--- src/sv/mrde_pkg.sv ---
package mrde_pkg;

  localparam int unsigned DictEntries = 64;
  localparam int unsigned DictIdxW    = 6;
  localparam int unsigned KeyCount    = 256;
  localparam int unsigned MaxBytes    = 4;

  localparam logic       FuncPixel   = 1'b0;
  localparam logic       FuncDictWr  = 1'b1;

  localparam logic [7:0] TagDiff     = 8'h40;
  localparam logic [7:0] TagDelta    = 8'h80;
  localparam logic [7:0] TagRun      = 8'hC0;
  localparam logic [7:0] EscapeByte  = 8'hFF;
  localparam logic [5:0] RunCap      = 6'd63;

  typedef struct packed {
    logic                func;
    logic [7:0]          pix;
    logic                row_end;
    logic [DictIdxW-1:0] idx;
    logic                dvalid;
  } item_t;

  typedef struct packed {
    logic [2:0]                cnt;
    logic [MaxBytes-1:0][7:0] bytes;
    logic                      row_end;
  } res_t;

  function automatic logic dict_idx_ok(logic [DictIdxW-1:0] idx);
    return 32'(idx) < DictEntries;
  endfunction

endpackage

--- src/sv/mrde_dict.sv ---
module mrde_dict import mrde_pkg::*; (
  input  logic                clk_i,
  input  logic                rst_ni,
  input  logic                acc_i,
  input  item_t               item_i,
  output logic                look_vld_o,
  output logic [DictIdxW-1:0] look_idx_o
);

  logic [DictIdxW-1:0] mem [KeyCount];
  logic [KeyCount-1:0] vld_q;
  logic                look_vld_q;
  logic [DictIdxW-1:0] look_idx_q;

  always_ff @(posedge clk_i or negedge rst_ni) begin
    if (!rst_ni) begin
      vld_q <= '0;
    end else if (acc_i && item_i.func == FuncDictWr) begin
      if (!item_i.dvalid) begin
        vld_q[item_i.pix] <= 1'b0;
      end else if (dict_idx_ok(item_i.idx)) begin
        vld_q[item_i.pix] <= 1'b1;
      end
    end
  end

  // Lookup is taken as the pixel enters the input register.
  always_ff @(posedge clk_i) begin
    if (acc_i) begin
      if (item_i.func == FuncDictWr) begin
        if (item_i.dvalid && dict_idx_ok(item_i.idx)) begin
          mem[item_i.pix] <= item_i.idx;
        end
      end else begin
        look_idx_q <= mem[item_i.pix];
        look_vld_q <= vld_q[item_i.pix];
      end
    end
  end

  assign look_vld_o = look_vld_q;
  assign look_idx_o = look_idx_q;

endmodule

--- src/sv/mrde_enc.sv ---
module mrde_enc import mrde_pkg::*; (
  input  logic                clk_i,
  input  logic                rst_ni,
  input  logic                fire_i,
  input  item_t               item_i,
  input  logic                look_vld_i,
  input  logic [DictIdxW-1:0] look_idx_i,
  output res_t                res_o
);

  typedef struct packed {
    logic [1:0] n;
    logic [7:0] b0;
    logic [7:0] b1;
  } sgl_t;

  logic [7:0]          prev_q, prev_d;
  logic [5:0]          rep_q, rep_d;
  logic [7:0]          held_q, held_d;
  logic                held_v_q, held_v_d;
  logic                started_q, started_d;
  logic                held_ev_q, held_ev_d;
  logic [DictIdxW-1:0] held_ei_q, held_ei_d;

  logic [MaxBytes-1:0][7:0] bytes;
  logic [2:0]               n;
  logic signed [8:0]        d0, d1;
  sgl_t                     sg;

  function automatic logic small_diff(logic signed [8:0] d);
    return (d >= -9'sd4) && (d <= 9'sd3);
  endfunction

  function automatic logic signed [8:0] sdiff(logic [7:0] a, logic [7:0] b);
    return $signed({1'b0, a}) - $signed({1'b0, b});
  endfunction

  function automatic logic [2:0] bias4(logic signed [8:0] d);
    logic signed [8:0] t;
    t = d + 9'sd4;
    return t[2:0];
  endfunction

  // DELTA, INDEX or escape for one pixel against the given previous value.
  function automatic sgl_t single_code(logic [7:0] v, logic [7:0] pv, logic ev,
                                       logic [DictIdxW-1:0] ei);
    logic signed [8:0] dl;
    logic signed [8:0] t;
    sgl_t              r;
    dl = sdiff(v, pv);
    t  = dl + 9'sd32;
    r  = '0;
    if (dl >= -9'sd32 && dl <= 9'sd31) begin
      r.n  = 2'd1;
      r.b0 = TagDelta | {2'b00, t[5:0]};
    end else if (ev) begin
      r.n  = 2'd1;
      r.b0 = {{(8-DictIdxW){1'b0}}, ei};
    end else begin
      r.n  = 2'd2;
      r.b0 = EscapeByte;
      r.b1 = v;
    end
    return r;
  endfunction

  always_comb begin
    prev_d    = prev_q;
    rep_d     = rep_q;
    held_d    = held_q;
    held_v_d  = held_v_q;
    started_d = started_q;
    held_ev_d = held_ev_q;
    held_ei_d = held_ei_q;
    bytes     = '0;
    n         = 3'd0;
    d0        = sdiff(held_q, prev_q);
    d1        = '0;
    sg        = '0;

    if (item_i.func == FuncDictWr) begin
      // Track map changes for the pending pixel.
      if (held_v_q && item_i.pix == held_q) begin
        if (!item_i.dvalid) begin
          held_ev_d = 1'b0;
        end else if (dict_idx_ok(item_i.idx)) begin
          held_ev_d = 1'b1;
          held_ei_d = item_i.idx;
        end
      end
    end else begin
      if (!started_q) begin
        bytes[n[1:0]] = item_i.pix;
        n             = n + 3'd1;
        prev_d        = item_i.pix;
        rep_d         = '0;
        held_v_d      = 1'b0;
        held_d        = '0;
        started_d     = 1'b1;
      end else if (held_v_q) begin
        d1       = sdiff(item_i.pix, held_q);
        held_v_d = 1'b0;
        held_d   = '0;
        if (small_diff(d0) && small_diff(d1)) begin
          bytes[n[1:0]] = TagDiff | {2'b00, bias4(d0), bias4(d1)};
          n             = n + 3'd1;
          prev_d        = item_i.pix;
        end else begin
          sg = single_code(held_q, prev_q, held_ev_q, held_ei_q);
          bytes[n[1:0]] = sg.b0;
          n             = n + 3'd1;
          if (sg.n == 2'd2) begin
            bytes[n[1:0]] = sg.b1;
            n             = n + 3'd1;
          end
          prev_d = held_q;
          if (item_i.pix == prev_d) begin
            rep_d = 6'd1;
          end else begin
            held_d    = item_i.pix;
            held_v_d  = 1'b1;
            held_ev_d = look_vld_i;
            held_ei_d = look_idx_i;
          end
        end
      end else if (rep_q != '0) begin
        d1 = sdiff(item_i.pix, prev_q);
        if (item_i.pix == prev_q) begin
          rep_d = rep_q + 6'd1;
          if (rep_d == RunCap) begin
            bytes[n[1:0]] = TagRun | {2'b00, RunCap - 6'd1};
            n             = n + 3'd1;
            rep_d         = '0;
          end
        end else begin
          rep_d = '0;
          if (rep_q >= 6'd2) begin
            bytes[n[1:0]] = TagRun | {2'b00, rep_q - 6'd1};
            n             = n + 3'd1;
          end else if (small_diff(d1)) begin
            bytes[n[1:0]] = TagDiff | {2'b00, 3'd4, bias4(d1)};
            n             = n + 3'd1;
            prev_d        = item_i.pix;
          end else begin
            bytes[n[1:0]] = TagRun;
            n             = n + 3'd1;
          end
          if (!(rep_q < 6'd2 && small_diff(d1))) begin
            // pixel differs from previous here, so it always becomes pending
            held_d    = item_i.pix;
            held_v_d  = 1'b1;
            held_ev_d = look_vld_i;
            held_ei_d = look_idx_i;
          end
        end
      end else begin
        if (item_i.pix == prev_q) begin
          rep_d = 6'd1;
        end else begin
          held_d    = item_i.pix;
          held_v_d  = 1'b1;
          held_ev_d = look_vld_i;
          held_ei_d = look_idx_i;
        end
      end

      // Flush everything pending at the end of the row.
      if (item_i.row_end) begin
        if (rep_d >= 6'd2) begin
          bytes[n[1:0]] = TagRun | {2'b00, rep_d - 6'd1};
          n             = n + 3'd1;
        end else if (rep_d == 6'd1) begin
          bytes[n[1:0]] = TagRun;
          n             = n + 3'd1;
        end
        if (held_v_d) begin
          sg = single_code(held_d, prev_d, held_ev_d, held_ei_d);
          bytes[n[1:0]] = sg.b0;
          n             = n + 3'd1;
          if (sg.n == 2'd2) begin
            bytes[n[1:0]] = sg.b1;
            n             = n + 3'd1;
          end
          prev_d = held_d;
        end
        rep_d     = '0;
        held_v_d  = 1'b0;
        held_d    = '0;
        started_d = 1'b0;
      end
    end
  end

  always_ff @(posedge clk_i or negedge rst_ni) begin
    if (!rst_ni) begin
      prev_q    <= '0;
      rep_q     <= '0;
      held_q    <= '0;
      held_v_q  <= 1'b0;
      started_q <= 1'b0;
      held_ev_q <= 1'b0;
      held_ei_q <= '0;
    end else if (fire_i) begin
      prev_q    <= prev_d;
      rep_q     <= rep_d;
      held_q    <= held_d;
      held_v_q  <= held_v_d;
      started_q <= started_d;
      held_ev_q <= held_ev_d;
      held_ei_q <= held_ei_d;
    end
  end

  assign res_o.cnt     = n;
  assign res_o.bytes   = bytes;
  assign res_o.row_end = item_i.row_end;

endmodule

--- src/sv/mrde_obuf.sv ---
module mrde_obuf import mrde_pkg::*; (
  input  logic       clk_i,
  input  logic       rst_ni,
  input  logic       load_i,
  input  res_t       res_i,
  output logic       free_o,
  output logic       out_valid_o,
  input  logic       out_ready_i,
  output logic [7:0] out_byte_o,
  output logic       last_o,
  output logic       row_last_o
);

  logic [MaxBytes-1:0][7:0] bytes_q;
  logic [2:0]               rem_q;
  logic                     row_end_q;
  logic                     pop;

  assign out_valid_o = rem_q != 3'd0;
  assign pop         = out_valid_o && out_ready_i;
  assign free_o      = (rem_q == 3'd0) || (rem_q == 3'd1 && out_ready_i);

  always_ff @(posedge clk_i or negedge rst_ni) begin
    if (!rst_ni) begin
      rem_q <= '0;
    end else if (load_i) begin
      rem_q <= res_i.cnt;
    end else if (pop) begin
      rem_q <= rem_q - 3'd1;
    end
  end

  // Advance the byte queue by one position on each transaction.
  always_ff @(posedge clk_i) begin
    if (load_i) begin
      bytes_q   <= res_i.bytes;
      row_end_q <= res_i.row_end;
    end else if (pop) begin
      bytes_q <= {8'h00, bytes_q[MaxBytes-1:1]};
    end
  end

  assign out_byte_o = bytes_q[0];
  assign last_o     = rem_q == 3'd1;
  assign row_last_o = (rem_q == 3'd1) && row_end_q;

endmodule

--- src/sv/mask_row_run_diff_encoder_core.sv ---
// Row encoder for quantized single-channel pixels: each pixel transaction
// (func = 0) yields zero to four bytes of a QOI-style code (raw first byte,
// RUN, DIFF, DELTA, INDEX, 0xFF escape); each dictionary transaction
// (func = 1) updates one entry of a 256-key map and yields nothing. An item
// passes the input register; its bytes then leave one per cycle through the
// output port while out_ready_i is high, bound by the single-byte output
// channel. The map is a 256 x 6 memory with per-key valid flops cleared by
// reset, so no clearing pass is needed.
module mask_row_run_diff_encoder_core import mrde_pkg::*; (
  input  logic                clk_i,
  input  logic                rst_ni,
  input  logic                in_valid_i,
  output logic                in_ready_o,
  input  logic                func_i,
  input  logic [7:0]          pixel_value_i,
  input  logic                row_end_i,
  input  logic [DictIdxW-1:0] dict_index_i,
  input  logic                dict_valid_i,
  output logic                out_valid_o,
  input  logic                out_ready_i,
  output logic [7:0]          out_byte_o,
  output logic                last_of_run_o,
  output logic                row_last_byte_o
);

  item_t               item_in;
  item_t               item_q;
  logic                s1_valid_q;
  logic                s1_fire;
  logic                accept;
  logic                look_vld;
  logic [DictIdxW-1:0] look_idx;
  res_t                res;
  logic                obuf_free;

  assign item_in.func    = func_i;
  assign item_in.pix     = pixel_value_i;
  assign item_in.row_end = row_end_i;
  assign item_in.idx     = dict_index_i;
  assign item_in.dvalid  = dict_valid_i;

  // Items with no bytes never wait for the output side.
  assign s1_fire    = s1_valid_q && ((res.cnt == 3'd0) || obuf_free);
  assign in_ready_o = !s1_valid_q || s1_fire;
  assign accept     = in_valid_i && in_ready_o;

  always_ff @(posedge clk_i or negedge rst_ni) begin
    if (!rst_ni) begin
      s1_valid_q <= 1'b0;
    end else if (accept) begin
      s1_valid_q <= 1'b1;
    end else if (s1_fire) begin
      s1_valid_q <= 1'b0;
    end
  end

  always_ff @(posedge clk_i) begin
    if (accept) begin
      item_q <= item_in;
    end
  end

  mrde_dict u_dict (
    .clk_i      (clk_i),
    .rst_ni     (rst_ni),
    .acc_i      (accept),
    .item_i     (item_in),
    .look_vld_o (look_vld),
    .look_idx_o (look_idx)
  );

  mrde_enc u_enc (
    .clk_i      (clk_i),
    .rst_ni     (rst_ni),
    .fire_i     (s1_fire),
    .item_i     (item_q),
    .look_vld_i (look_vld),
    .look_idx_i (look_idx),
    .res_o      (res)
  );

  mrde_obuf u_obuf (
    .clk_i       (clk_i),
    .rst_ni      (rst_ni),
    .load_i      (s1_fire && (res.cnt != 3'd0)),
    .res_i       (res),
    .free_o      (obuf_free),
    .out_valid_o (out_valid_o),
    .out_ready_i (out_ready_i),
    .out_byte_o  (out_byte_o),
    .last_o      (last_of_run_o),
    .row_last_o  (row_last_byte_o)
  );

endmodule

--- config.mk ---
export PLATFORM = sky130hd
export DESIGN_NAME = mask_row_run_diff_encoder_core
export DESIGN_NICKNAME = d
export VERILOG_FILES = /design/src/sv/mrde_pkg.sv /design/src/sv/mrde_dict.sv /design/src/sv/mrde_enc.sv /design/src/sv/mrde_obuf.sv /design/src/sv/mask_row_run_diff_encoder_core.sv
export SDC_FILE = /design/constraint.sdc
export NUM_CORES = 2
export LEC_CHECK = 0
export BUFFER_PORTS_ARGS = -buffer_cell sky130_fd_sc_hd__buf_4
export CAP_MARGIN = 30
export CORE_MARGIN = 8
export CORE_UTILIZATION = 45
export CTS_BUF_LIST = sky130_fd_sc_hd__clkbuf_4 sky130_fd_sc_hd__clkbuf_8 sky130_fd_sc_hd__clkbuf_16
export CTS_CLUSTER_SIZE = 14
export DETAILED_ROUTE_END_ITERATION = 10
export GPL_TIMING_DRIVEN = 0
export SYNTH_ARGS = -nofsm -noshare
export SYNTH_HDL_FRONTEND = slang
export SYNTH_SLANG_ARGS = --single-unit
--- constraint.sdc ---
create_clock -name clk_i -period 9.44 [get_ports clk_i]
set_input_delay 0 -clock clk_i [delete_from_list [all_inputs] [get_ports clk_i]]
set_output_delay 0 -clock clk_i [all_outputs]
set_load 0.01 [all_outputs]
==> metrics <==
GR Overflow Total 0; power per cell area 240 mW/mm^2; top cells by count, synth 1,593 x edfxtp_1, 573 x mux4_2, 400 x nor2_1; main flop type after synthesis edfxtp_1; total CTS buffers 195; min cycle time layout 9.23 ns; area grow syn2layout 15.5%; Slew headroom 0.200; Pre-Repair DR Iteration Count 8; Top Family by Delay on Critical Path compound AO/OA/AOI/OAI gates; Ports 33; share of cells above drive strength 1 0.270; Min Hold Slack 0.0584 ns; top-count cell post-synth edfxtp_1; WL final 302,000 um; CTS clock-pin slew for the worst setup and hold paths 0.07 ns; worst slew pin tran 1.20 ns; global-route wire length before repair 411,000 um; pin count of the biggest net entering global routing 170; setup_tns 0 ns; EDFF count, synth 1,593; kind of critical path reg2reg; element type at the critical path start register; CP Buf/Inv Count 6; Max IR drop VDD 0.169 mV; placer's final routability congestion estimate 0.994; Area contributors post-synth edfxtp_1 58%, mux4_2 16%, dfrtp_1 8.9%; DIE WIDTH 442 um; sequential-to-total area share from yosys stat 0.673; Cell Int Power 15.5 mW; count of cell types in the netlist 88; Max Freq 108 MHz; fin crit share 0.978; Pins Over Slew Limit 0; detailed placer's ending HPWL 204,000 um; # nets final 5,137; slowest stage delay, CP 0.79 ns; syn_nets 4,793; Req. time, crit path 9.92 ns; clk sinks 1,884; max_cap viols 0; CP Data Arrival Time 9.71 ns; Clock Latency Late Sink 0.87 ns; CTS tree done; ys async rst share 0.154; CTS H-tree lvls 4; routed length per placed instance 39.7 um; Pleak 31.7 nW; DIE AREA 0.196 sq mm; Setup-failing EPs final 0; area of the mapped netlist 0.0818 sq mm; top cell type's share of synthesized area 0.584; Final Hold Fails 0; clock share of power 0.350; final instance area 0.0945 sq mm; cell accounting for the most synthesized area edfxtp_1; DRC Markers 0; via/cell ratio 6.82; P_sw 7.14 mW; Max Buffers Root-to-Sink 3; vias in the first global route 49,400; Placed Instance Area 0.0865 sq mm; status complete, no violations; row count 156; Synth Instances 4,718; Core Region 0.181 sq mm; GRT Util Overall 0.301; Critical Path Fanout Max 10; Crit. End Element register; sw frac 0.315; #FFs+latches synth 1,884; synth warn 0; chip height 442 um; CP max-delay cell nor2_1; syn avg cell area 17.3 sq um; Initial Util 0.453; antenna-violating nets left 0; Combinational Power Share 0.234; Final Skew 0.0626 ns; sequential power share 0.417; root buf cell clkbuf_16; antenna violations before repair 17; Min-Delay Path Class in2reg; IO buf count 32; Iteration-0 DRC Markers 9,041; vias 51,800
## metal layers
layer  part of all wire  global-route usage
met1               0.38               0.414
met2               0.43               0.430
met3               0.13               0.102
met4              0.060               0.144
met5            0.00060                   0
## power by group through the flow
| stage | Combinational, mW | Clock (mW) | Sequential [mW] |
|---|---|---|---|
| after CTS | 5.05 | 7.94 | 9.43 |
| after global routing | 5.55 | 8.25 | 9.45 |
| after floorplan | 3.04 | 0 | 9.53 |
| after detailed placement | 4.93 | 0 | 9.60 |
| after global placement | 4.83 | 0 | 9.61 |
| final | 5.29 | 7.91 | 9.44 |
## path summary, 6_finish.rpt
check	startpoint	to	slack (ns)	cells after the start
min in group asynchronous	rst_ni	async pin	0.31	4
max	item_q[8]	u_dict.mem[57][0]	0.21	33
max reg2reg	item_q[8]	u_dict.mem[57][0]	0.21	33
min reg2reg	register	register	0.49	1
min	pixel_value_i[6]	item_q[14]	0.06	2
max in group asynchronous	rst_ni	u_enc.rep_q[0]	8.60	4
## cell usage in the layout, fill, tap and decap left out, types with 18 or more instances in the layout
master            n
edfxtp_1       1593
mux4_2          573
dfrtp_1         291
nand3_1         226
mux2_1          220
nor2_1          217
clkbuf_16       196
clkbuf_1        159
nand2_1         155
nand4_1         121
nor2_2          112
a21oi_1          76
buf_4            76
nor2_4           71
inv_1            61
buf_2            57
o21ai_0          55
clkbuf_2         51
buf_8            51
ha_1             50
o2bb2ai_1        48
clkbuf_4         46
clkinv_1         42
mux2i_1          42
nor3_1           41
buf_1            33
clkinv_2         30
dlygate4sd3_1    29
a22oi_1          27
nand2b_1         22
nor2b_1          22
xnor2_1          20
a21o_1           18
mux2_2           18
bufinv_16        18
buf_16           18
## layout make-up
type,instances,area (sq um)
inverters,63,236
multi-input cells,2424,25900
fillers,14700,86200
clock inverters,114,1240
diodes,11,27.5
clock buffers,245,5320
plain buffers,346,1630
well taps,2370,2970
flip-flops and latches,1884,55100
repair buffers,148,2040
## through the flow
stage                     power [mW]  worst slack, ns  utilization  cells
after floorplan                 12.6             1.52            -   4718
after global placement          14.4            -2.04        0.471   7120
after global routing            23.2         -0.00904        0.523   7595
after detailed placement        14.5            -1.52        0.478   7189
final                           22.6            0.209        0.523   7605
after CTS                       22.4           -0.143        0.520   7583
## worst reg2reg max path, delay by kind of cell, from the launching register on
kind	cells	cell delay, ns
AND/OR/NAND/NOR	11	2.95
flip-flops	1	0.46
buffers and inverters	6	1.40
AO/OA/AOI/OAI	13	3.15
adder cells (fa/ha/maj)	3	0.92
## what timing repair did
action                     4_1_cts  5_1_grt
pin swaps                        2        4
hold buffers                    30        0
resized for setup              183      112
setup buffers                    5        6
setup endpoints to repair     1686     1631
hold endpoints to repair      1039        0
## cells by family after synthesis
family                   count (synthesis)  synth area share
flip-flops                            1884             0.673
AND/OR/NAND/NOR                       1087            0.0630
multiplexers                           854             0.196
buffers and inverters                  410            0.0208
AO/OA/AOI/OAI                          399            0.0352
adder cells (fa/ha/maj)                 55           0.00876
XOR/XNOR                                29           0.00310
No activity file was read; power rests on OpenSTA's default activity.
